## src/rtl/min_covering_window_macros.svh

```systemverilog
// Assertion macros shared by the min_covering_window RTL.
// Needs signals named clk and rst_n in the scope of each use.
`ifndef MIN_COVERING_WINDOW_MACROS_SVH
`define MIN_COVERING_WINDOW_MACROS_SVH

// Condition holds at every clock edge out of reset.
`define MCW_ASSERT_ALWAYS(label, cond, msg) \
    label: assert property (@(posedge clk) disable iff (!rst_n) (cond)) else $error(msg);

// Consequent holds in the same cycle as the antecedent.
`define MCW_ASSERT_IMPL(label, ante, cons, msg) \
    label: assert property (@(posedge clk) disable iff (!rst_n) (ante) |-> (cons)) \
        else $error(msg);

// Consequent holds in the cycle after the antecedent.
`define MCW_ASSERT_NEXT(label, ante, cons, msg) \
    label: assert property (@(posedge clk) disable iff (!rst_n) (ante) |=> (cons)) \
        else $error(msg);

`endif

```

## src/rtl/mcw_pkg.sv

```systemverilog
// Shared types and constants for the min_covering_window block.
// No dependencies; every other RTL file but the macro header imports it.
package mcw_pkg;

    localparam int WINDOW_DEPTH_DEF  = 4096;
    localparam int ALPHABET_SIZE_DEF = 256;
    localparam int COUNT_WIDTH_DEF   = 16;

    localparam int OP_W      = 2;
    localparam int CHAR_W    = 8;
    localparam int CHAR_SPAN = 1 << CHAR_W;
    localparam int POS_W     = 32;
    localparam int LEN_W     = 13;

    localparam logic [LEN_W-1:0] LEN_MAX = 13'd8191;

    typedef logic [OP_W-1:0] opcode_t;

    localparam opcode_t OP_TARGET = 2'd0;
    localparam opcode_t OP_SOURCE = 2'd1;
    localparam opcode_t OP_CLEAR  = 2'd2;

    typedef enum logic [3:0] {
        S_IDLE,
        S_TGT_RD,
        S_TGT_WR,
        S_CLEAR,
        S_SRC,
        S_EV_CH,
        S_EV_WR,
        S_ADD_RD,
        S_ADD_WR,
        S_SHR_CNT,
        S_SHR_DEC,
        S_BEST,
        S_DONE
    } state_t;

    // Control of the count table port
    typedef struct packed {
        logic rd_en;
        logic wr_en;
        logic clr;
    } cnt_ctl_t;

    typedef struct packed {
        logic             found;
        logic [POS_W-1:0] best_start;
        logic [LEN_W-1:0] best_length;
        logic             overflow;
    } result_t;

endpackage

```

## src/rtl/mcw_core.sv

```systemverilog
// Sequencer and datapath of the covering window search.
// Drives mcw_count_mem and mcw_char_mem. Uses mcw_pkg and the assertion macros.
`include "min_covering_window_macros.svh"

module mcw_core #(
    parameter int WINDOW_DEPTH  = mcw_pkg::WINDOW_DEPTH_DEF,
    parameter int ALPHABET_SIZE = mcw_pkg::ALPHABET_SIZE_DEF,
    parameter int COUNT_WIDTH   = mcw_pkg::COUNT_WIDTH_DEF,
    parameter int AW            = $clog2(mcw_pkg::ALPHABET_SIZE_DEF),
    parameter int IW            = $clog2(mcw_pkg::WINDOW_DEPTH_DEF)
) (
    input  logic                        clk,
    input  logic                        rst_n,
    input  logic                        in_valid,
    output logic                        in_ready,
    input  mcw_pkg::opcode_t            opcode,
    input  logic [mcw_pkg::CHAR_W-1:0]  char_code,
    input  logic                        slot_free,
    output logic                        fin,
    output mcw_pkg::result_t            res,
    output mcw_pkg::cnt_ctl_t           cnt_ctl,
    output logic [AW-1:0]               cnt_rd_addr,
    output logic [AW-1:0]               cnt_wr_addr,
    output logic [2*COUNT_WIDTH-1:0]    cnt_wr_data,
    input  logic [2*COUNT_WIDTH-1:0]    cnt_rd_data,
    output logic                        chr_wr_en,
    output logic [IW-1:0]               chr_wr_addr,
    output logic [AW-1:0]               chr_wr_data,
    output logic                        chr_rd_en,
    output logic [IW-1:0]               chr_rd_addr,
    input  logic [AW-1:0]               chr_rd_data
);
    import mcw_pkg::*;

    localparam int CW   = COUNT_WIDTH;
    localparam int LW   = $clog2(WINDOW_DEPTH + 1);
    localparam int CMPW = (LW > LEN_W) ? LW : LEN_W;

    localparam logic [CW-1:0] CNT_MAX = {CW{1'b1}};

    // Character reduction table, built at elaboration
    logic [AW-1:0] mod_tbl [CHAR_SPAN];

    for (genvar g = 0; g < CHAR_SPAN; g++)
    begin : g_mod
        assign mod_tbl[g] = AW'(g % ALPHABET_SIZE);
    end

    state_t            state_reg, state_next;
    logic [AW-1:0]     chr_reg, chr_next;
    logic [AW-1:0]     lchr_reg, lchr_next;
    logic [IW-1:0]     rd_idx_reg, rd_idx_next;
    logic [IW-1:0]     wr_idx_reg, wr_idx_next;
    logic [LW-1:0]     win_len_reg, win_len_next;
    logic [POS_W-1:0]  left_pos_reg, left_pos_next;
    logic [CW-1:0]     matched_reg, matched_next;
    logic [CW-1:0]     tgt_len_reg, tgt_len_next;
    logic [POS_W-1:0]  best_pos_reg, best_pos_next;
    logic [LEN_W-1:0]  best_len_reg, best_len_next;
    logic              ovf_reg, ovf_next;

    logic [CW-1:0]     rd_tc;
    logic [CW-1:0]     rd_wc;
    logic              wc_le_tc;
    logic              win_full;
    logic              win_last;
    logic [IW-1:0]     rd_inc;
    logic [IW-1:0]     wr_inc;
    logic [CMPW-1:0]   win_ext;
    logic [LEN_W-1:0]  len_sat;

    assign rd_tc    = cnt_rd_data[2*CW-1:CW];
    assign rd_wc    = cnt_rd_data[CW-1:0];
    assign wc_le_tc = (rd_wc <= rd_tc);
    assign win_full = (win_len_reg == LW'(WINDOW_DEPTH));
    assign win_last = (win_len_reg == LW'(1));
    assign rd_inc   = (rd_idx_reg == IW'(WINDOW_DEPTH - 1)) ? '0 : rd_idx_reg + 1'b1;
    assign wr_inc   = (wr_idx_reg == IW'(WINDOW_DEPTH - 1)) ? '0 : wr_idx_reg + 1'b1;
    assign win_ext  = CMPW'(win_len_reg);
    assign len_sat  = (win_ext > CMPW'(LEN_MAX)) ? LEN_MAX : LEN_W'(win_ext);

    // Next state
    always_comb
    begin
        state_next = state_reg;
        unique case (state_reg)
            S_IDLE:
            begin
                if (in_valid)
                begin
                    unique case (opcode)
                        OP_TARGET: state_next = S_TGT_RD;
                        OP_SOURCE: state_next = S_SRC;
                        OP_CLEAR:  state_next = S_CLEAR;
                        default:   state_next = S_DONE;
                    endcase
                end
            end
            S_TGT_RD:  state_next = S_TGT_WR;
            S_TGT_WR:  state_next = S_DONE;
            S_CLEAR:   state_next = S_DONE;
            S_SRC:     state_next = win_full ? S_EV_CH : S_ADD_RD;
            S_EV_CH:   state_next = S_EV_WR;
            S_EV_WR:   state_next = S_ADD_RD;
            S_ADD_RD:  state_next = S_ADD_WR;
            S_ADD_WR:  state_next = S_SHR_CNT;
            S_SHR_CNT: state_next = S_SHR_DEC;
            S_SHR_DEC:
            begin
                if (wc_le_tc || win_last)
                begin
                    state_next = S_BEST;
                end
                else
                begin
                    state_next = S_SHR_CNT;
                end
            end
            S_BEST:    state_next = S_DONE;
            S_DONE:
            begin
                if (slot_free)
                begin
                    state_next = S_IDLE;
                end
            end
            default:   state_next = S_IDLE;
        endcase
    end

    // Outputs and datapath
    always_comb
    begin
        in_ready      = 1'b0;
        fin           = 1'b0;
        cnt_ctl       = '0;
        cnt_rd_addr   = chr_reg;
        cnt_wr_addr   = lchr_reg;
        cnt_wr_data   = cnt_rd_data;
        chr_wr_en     = 1'b0;
        chr_wr_addr   = wr_idx_reg;
        chr_wr_data   = chr_reg;
        chr_rd_en     = 1'b0;
        chr_rd_addr   = rd_idx_reg;
        chr_next      = chr_reg;
        lchr_next     = lchr_reg;
        rd_idx_next   = rd_idx_reg;
        wr_idx_next   = wr_idx_reg;
        win_len_next  = win_len_reg;
        left_pos_next = left_pos_reg;
        matched_next  = matched_reg;
        tgt_len_next  = tgt_len_reg;
        best_pos_next = best_pos_reg;
        best_len_next = best_len_reg;
        ovf_next      = ovf_reg;

        unique case (state_reg)
            S_IDLE:
            begin
                in_ready = 1'b1;
                if (in_valid)
                begin
                    chr_next = mod_tbl[char_code];
                end
            end
            S_TGT_RD:
            begin
                cnt_ctl.rd_en = 1'b1;
            end
            S_TGT_WR:
            begin
                cnt_ctl.wr_en = 1'b1;
                cnt_wr_addr   = chr_reg;
                if (rd_tc == CNT_MAX)
                begin
                    ovf_next = 1'b1;
                end
                else
                begin
                    cnt_wr_data = {rd_tc + 1'b1, rd_wc};
                end
                if (tgt_len_reg == CNT_MAX)
                begin
                    ovf_next = 1'b1;
                end
                else
                begin
                    tgt_len_next = tgt_len_reg + 1'b1;
                end
            end
            S_CLEAR:
            begin
                cnt_ctl.clr   = 1'b1;
                rd_idx_next   = '0;
                wr_idx_next   = '0;
                win_len_next  = '0;
                left_pos_next = '0;
                matched_next  = '0;
                tgt_len_next  = '0;
                best_pos_next = '0;
                best_len_next = '0;
                ovf_next      = 1'b0;
            end
            S_SRC:
            begin
                // Full window: fetch the leftmost character for eviction
                if (win_full)
                begin
                    ovf_next  = 1'b1;
                    chr_rd_en = 1'b1;
                end
            end
            S_EV_CH, S_SHR_CNT:
            begin
                cnt_ctl.rd_en = 1'b1;
                cnt_rd_addr   = chr_rd_data;
                lchr_next     = chr_rd_data;
            end
            S_EV_WR:
            begin
                cnt_ctl.wr_en = 1'b1;
                if (wc_le_tc && (matched_reg != '0))
                begin
                    matched_next = matched_reg - 1'b1;
                end
                if (rd_wc != '0)
                begin
                    cnt_wr_data = {rd_tc, rd_wc - 1'b1};
                end
                rd_idx_next   = rd_inc;
                left_pos_next = left_pos_reg + 1'b1;
                win_len_next  = win_len_reg - 1'b1;
            end
            S_ADD_RD:
            begin
                chr_wr_en     = 1'b1;
                wr_idx_next   = wr_inc;
                win_len_next  = win_len_reg + 1'b1;
                cnt_ctl.rd_en = 1'b1;
            end
            S_ADD_WR:
            begin
                cnt_ctl.wr_en = 1'b1;
                cnt_wr_addr   = chr_reg;
                if (rd_wc == CNT_MAX)
                begin
                    ovf_next = 1'b1;
                end
                else
                begin
                    cnt_wr_data = {rd_tc, rd_wc + 1'b1};
                    if ((rd_wc + 1'b1) <= rd_tc)
                    begin
                        if (matched_reg == CNT_MAX)
                        begin
                            ovf_next = 1'b1;
                        end
                        else
                        begin
                            matched_next = matched_reg + 1'b1;
                        end
                    end
                end
                // Start the shrink pass at the left edge
                chr_rd_en = 1'b1;
            end
            S_SHR_DEC:
            begin
                if (!wc_le_tc)
                begin
                    cnt_ctl.wr_en = 1'b1;
                    cnt_wr_data   = {rd_tc, rd_wc - 1'b1};
                    rd_idx_next   = rd_inc;
                    left_pos_next = left_pos_reg + 1'b1;
                    win_len_next  = win_len_reg - 1'b1;
                    if (!win_last)
                    begin
                        chr_rd_en   = 1'b1;
                        chr_rd_addr = rd_inc;
                    end
                end
            end
            S_BEST:
            begin
                if ((tgt_len_reg != '0) && (matched_reg == tgt_len_reg)
                    && ((best_len_reg == '0) || (len_sat < best_len_reg)))
                begin
                    best_len_next = len_sat;
                    best_pos_next = left_pos_reg;
                end
            end
            S_DONE:
            begin
                fin = 1'b1;
            end
            default:
            begin
                in_ready = 1'b0;
            end
        endcase
    end

    always_ff @(posedge clk or negedge rst_n)
    begin
        if (!rst_n)
        begin
            state_reg    <= S_IDLE;
            rd_idx_reg   <= '0;
            wr_idx_reg   <= '0;
            win_len_reg  <= '0;
            left_pos_reg <= '0;
            matched_reg  <= '0;
            tgt_len_reg  <= '0;
            best_pos_reg <= '0;
            best_len_reg <= '0;
            ovf_reg      <= 1'b0;
        end
        else
        begin
            state_reg    <= state_next;
            rd_idx_reg   <= rd_idx_next;
            wr_idx_reg   <= wr_idx_next;
            win_len_reg  <= win_len_next;
            left_pos_reg <= left_pos_next;
            matched_reg  <= matched_next;
            tgt_len_reg  <= tgt_len_next;
            best_pos_reg <= best_pos_next;
            best_len_reg <= best_len_next;
            ovf_reg      <= ovf_next;
        end
    end

    always_ff @(posedge clk)
    begin
        chr_reg  <= chr_next;
        lchr_reg <= lchr_next;
    end

    assign res.found       = (best_len_reg != '0);
    assign res.best_start  = (best_len_reg != '0) ? best_pos_reg : '0;
    assign res.best_length = best_len_reg;
    assign res.overflow    = ovf_reg;

    `MCW_ASSERT_ALWAYS(a_win_len_bound, win_len_reg <= LW'(WINDOW_DEPTH), "window length past depth")
    `MCW_ASSERT_ALWAYS(a_matched_le_target, matched_reg <= tgt_len_reg, "matched count above target")
    `MCW_ASSERT_IMPL(a_cnt_port_split, cnt_ctl.rd_en, !cnt_ctl.wr_en && !cnt_ctl.clr, "count read overlaps write")
    `MCW_ASSERT_NEXT(a_clear_empties, state_reg == S_CLEAR, (win_len_reg == '0) && (matched_reg == '0) && (best_len_reg == '0), "clear left state behind")

endmodule

```

## config.mk

```make
export PLATFORM = sky130hd
export DESIGN_NAME = mcw_core
export DESIGN_NICKNAME = d
export VERILOG_FILES = /design/src/rtl/mcw_pkg.sv /design/src/rtl/mcw_core.sv
export VERILOG_INCLUDE_DIRS = /design/src /design/src/rtl
export SDC_FILE = /design/constraint.sdc
export NUM_CORES = 1
export LEC_CHECK = 0
export ABC_AREA = 1
export BUFFER_PORTS_ARGS = -buffer_cell sky130_fd_sc_hd__buf_2
export CELL_PAD_IN_SITES_DETAIL_PLACEMENT = 0
export CELL_PAD_IN_SITES_GLOBAL_PLACEMENT = 1
export CORE_UTILIZATION = 38
export CTS_CLUSTER_DIAMETER = 100
export DETAILED_ROUTE_END_ITERATION = 7
export PLACE_DENSITY_LB_ADDON = 0.1
export SLEW_MARGIN = 40
export SYNTH_ARGS = -nofsm -noshare
export SYNTH_HDL_FRONTEND = slang
export SYNTH_SLANG_ARGS = --single-unit
```

## constraint.sdc

```tcl
create_clock -name clk -period 2.4 [get_ports clk]
set_input_delay 0 -clock clk [delete_from_list [all_inputs] [get_ports clk]]
set_output_delay 0 -clock clk [all_outputs]
set_load 0.02 [all_outputs]
```

==> run metrics <==
die area 36600 um2; Top FF cell, synth dfrtp_1; Post-DRT Antenna Nets 0; Sink Count 167; Distinct cells, synth 51; n_diodes 0; Setup CP Type register to output pin; Ys Warns 0; crit path max fanout 6; sequential share of the synthesized area 31.3%; CP Launch Type register; mux cell area share after synthesis 0%; post-synth top area cell dfrtp_1; deepest clock path buffer count 2; min-delay worst type primary input to register; wire per inst 15.3 um; adder-cell area share of the yosys netlist 6.57%; slew at the pin with the worst max-slew slack 0.574 ns; I/O Buffers 187; Synth Area in Compound Gates 8.81%; starting density of the core 39.1%; Seq. cell area 4260 um2; vias 14000; IO Pins 188; Post-synth top cells nand2_1, inv_1, nor2_1; clock root cell clkbuf_16; drt first pass iters 5; Synth Area per Inst 6.63 um2; Nets 2469; Critical Path RT 2.40 ns; Max Fclk 428 MHz; Post-Syn Area 13600 um2; vias per cell 4.99; Seq cells post-synth 167; share of cells above drive strength 1 21.1%; initial antenna violation count 0; die width 191 um; asr flop ratio synth 90.4%; final setup fails 0; slew margin rel. 61.7%; most common cell in the netlist nand2_1; clock-pin slew on the worst setup and hold paths 0.07 ns; post-synth top area share 27.7%; Synth Area in Simple Gates 37.1%; Syn-to-layout area delta 26.2%; first-pass GRT wire length 68.8 mm; Total GRT Usage 23.6%; final worst-path cycle share 97.4%; largest family of logic cells by synthesized area simple AND/OR/NAND/NOR gates; Die Span Y 191 um; peak supply drop 0.778 mV; Worst setup EP type output pin; XOR/XNOR Fraction of Synth Area 6.17%; Synth area leaders dfrtp_1, nand2_1, inv_1; Syn Inst Count 2056; Core ar. 34900 um2; Layout fillers 3587; EDFF count, synth 16; Leak Pwr 8.38 nW; number of global-route vias before repair 13200; Pins Over Slew Limit 0; drt first-iter violations 1016; outcome complete, no violations; total gr overflow 0; Worst-Skew Late Latency 0.45 ns; Layout Utilization 49.3%; RSZ-0062 raised after global routing true; largest net degree at the start of global routing 51; Total Power 16.0 mW; CP arrival 2.34 ns; count of final hold-check violations 0; crit path time final 2.34 ns; setup TNS 0 ns; GP Congestion 0.895; total CTS buffers 17; TritonCTS clock tree done; Pwr per Cell Area 929 nW/um2; Net Count, Synth 2181; # DRC 0; Fin Clk Skew 0.0176 ns; area of the multi-input gates 8430 um2; DP HPWL 32.8 mm; number of cell rows 68; Post-Route WL 43.0 mm; H-tree levels 4; max-cap violations 0
logic make-up (layout without fill, tap and decap cells):
kind of cell | Yosys count | count (layout)
AO/OA/AOI/OAI | 226 | 226
XOR/XNOR | 96 | 96
adder cells (fa/ha/maj) | 71 | 71
buffers and inverters | 337 | 638
flip-flops | 167 | 167
AND/OR/NAND/NOR | 1159 | 1159
critical path, stage by stage, from the launching register on:
cell     delay [ns]
dfrtp_1        0.38
buf_4          0.16
nor2_4         0.11
nand3_2        0.09
nor2_4         0.12
nand4_1        0.17
nand4_1        0.17
buf_6          0.17
buf_4          0.13
buf_8          0.13
o21ai_0        0.08
buf_4          0.16
repair_timing:
item / in CTS / in global routing
hold buffers: 20 / 0
resized for setup: 17 / 109
endpoints found under the hold margin: 110 / 0
endpoints found under the setup margin: 36 / 73
pin swaps: 4 / 22
setup buffers: 5 / 15
gates cloned: 0 / 3
final cells by class:
cell class                      count  area share, %
Multi-Input combinational cell   1552           49.0
Tap cell                          455           3.31
Timing Repair Buffer              343           13.8
Inverter                          263           5.77
Sequential cell                   167           24.8
Clock buffer                       20           2.71
Clock inverter                     12          0.626
cells in the final DEF, fill, tap and decap left out, types with 14 or more instances in the layout:
cell type      Yosys  final
xor2_1            78     78
nand4_1           44     44
inv_1            251    247
nand3_1          170    165
xnor2_1           18     18
o21ai_0          113     96
nor3_1            52     49
nor2_2             6     16
nand2_2            9     19
edfxtp_1          16     16
nor2_1           243    228
dfrtp_1          151    150
ha_1              70     56
dlygate4sd3_1      0     20
clkbuf_16          0     19
buf_4              2    127
a21oi_1           65     49
nand2_1          576    566
buf_2             25    176
o21ai_1           18     25
nor2_4             9     14
routing by layer:
| metal | wire length (um) | vias up | track usage (%) |
|---|---|---|---|
| met5 | 0 | - | 0 |
| met3 | 1670 | 34 | 2.53 |
| met1 | 21400 | 6546 | 34.0 |
| met2 | 19500 | 287 | 37.4 |
| met4 | 492 | 0 | 5.46 |
| li1 | - | 7161 | - |
where the power goes:
part / internal, mW / switching [mW] / leakage [nW]
Sequential: 3.21 / 0.391 / 2.22
Combinational: 3.58 / 6.03 / 5.88
Clock: 1.44 / 1.32 / 0.277
Total: 8.23 / 7.74 / 8.38
per-stage QoR:
step / worst slack, ns / hold WS [ns] / cell area [um2] / instances
final: 0.0616 / 0.0141 / 17200 / 2812
after CTS: 0.00262 / 0.000643 / 16600 / 2794
after global routing: -0.0683 / 0.0410 / 17200 / 2812
after global placement: -0.0982 / -0.00142 / 15700 / 2737
after detailed placement: -0.170 / 0.0126 / 15700 / 2737
after floorplan: -0.105 / -0.296 / 13600 / 2056
final timing paths:
path / from / to / slack [ns] / cells after the start
worst min register to register: left_pos_reg[13] / left_pos_reg[13] / 0.49 / 2
max in group asynchronous: rst_n / tgt_len_reg[6] / 1.57 / 3
worst max-delay path: win_ext[8] / chr_rd_addr[7] / 0.06 / 11
worst max register to register: state_reg[2] / matched_reg[13] / 0.09 / 16
min in group asynchronous: rst_n / rd_idx_reg[6] / 0.10 / 2
worst min-delay path: in_valid / state_reg[1] / 0.01 / 3
Note: power is estimated with default switching activity, not from simulation.
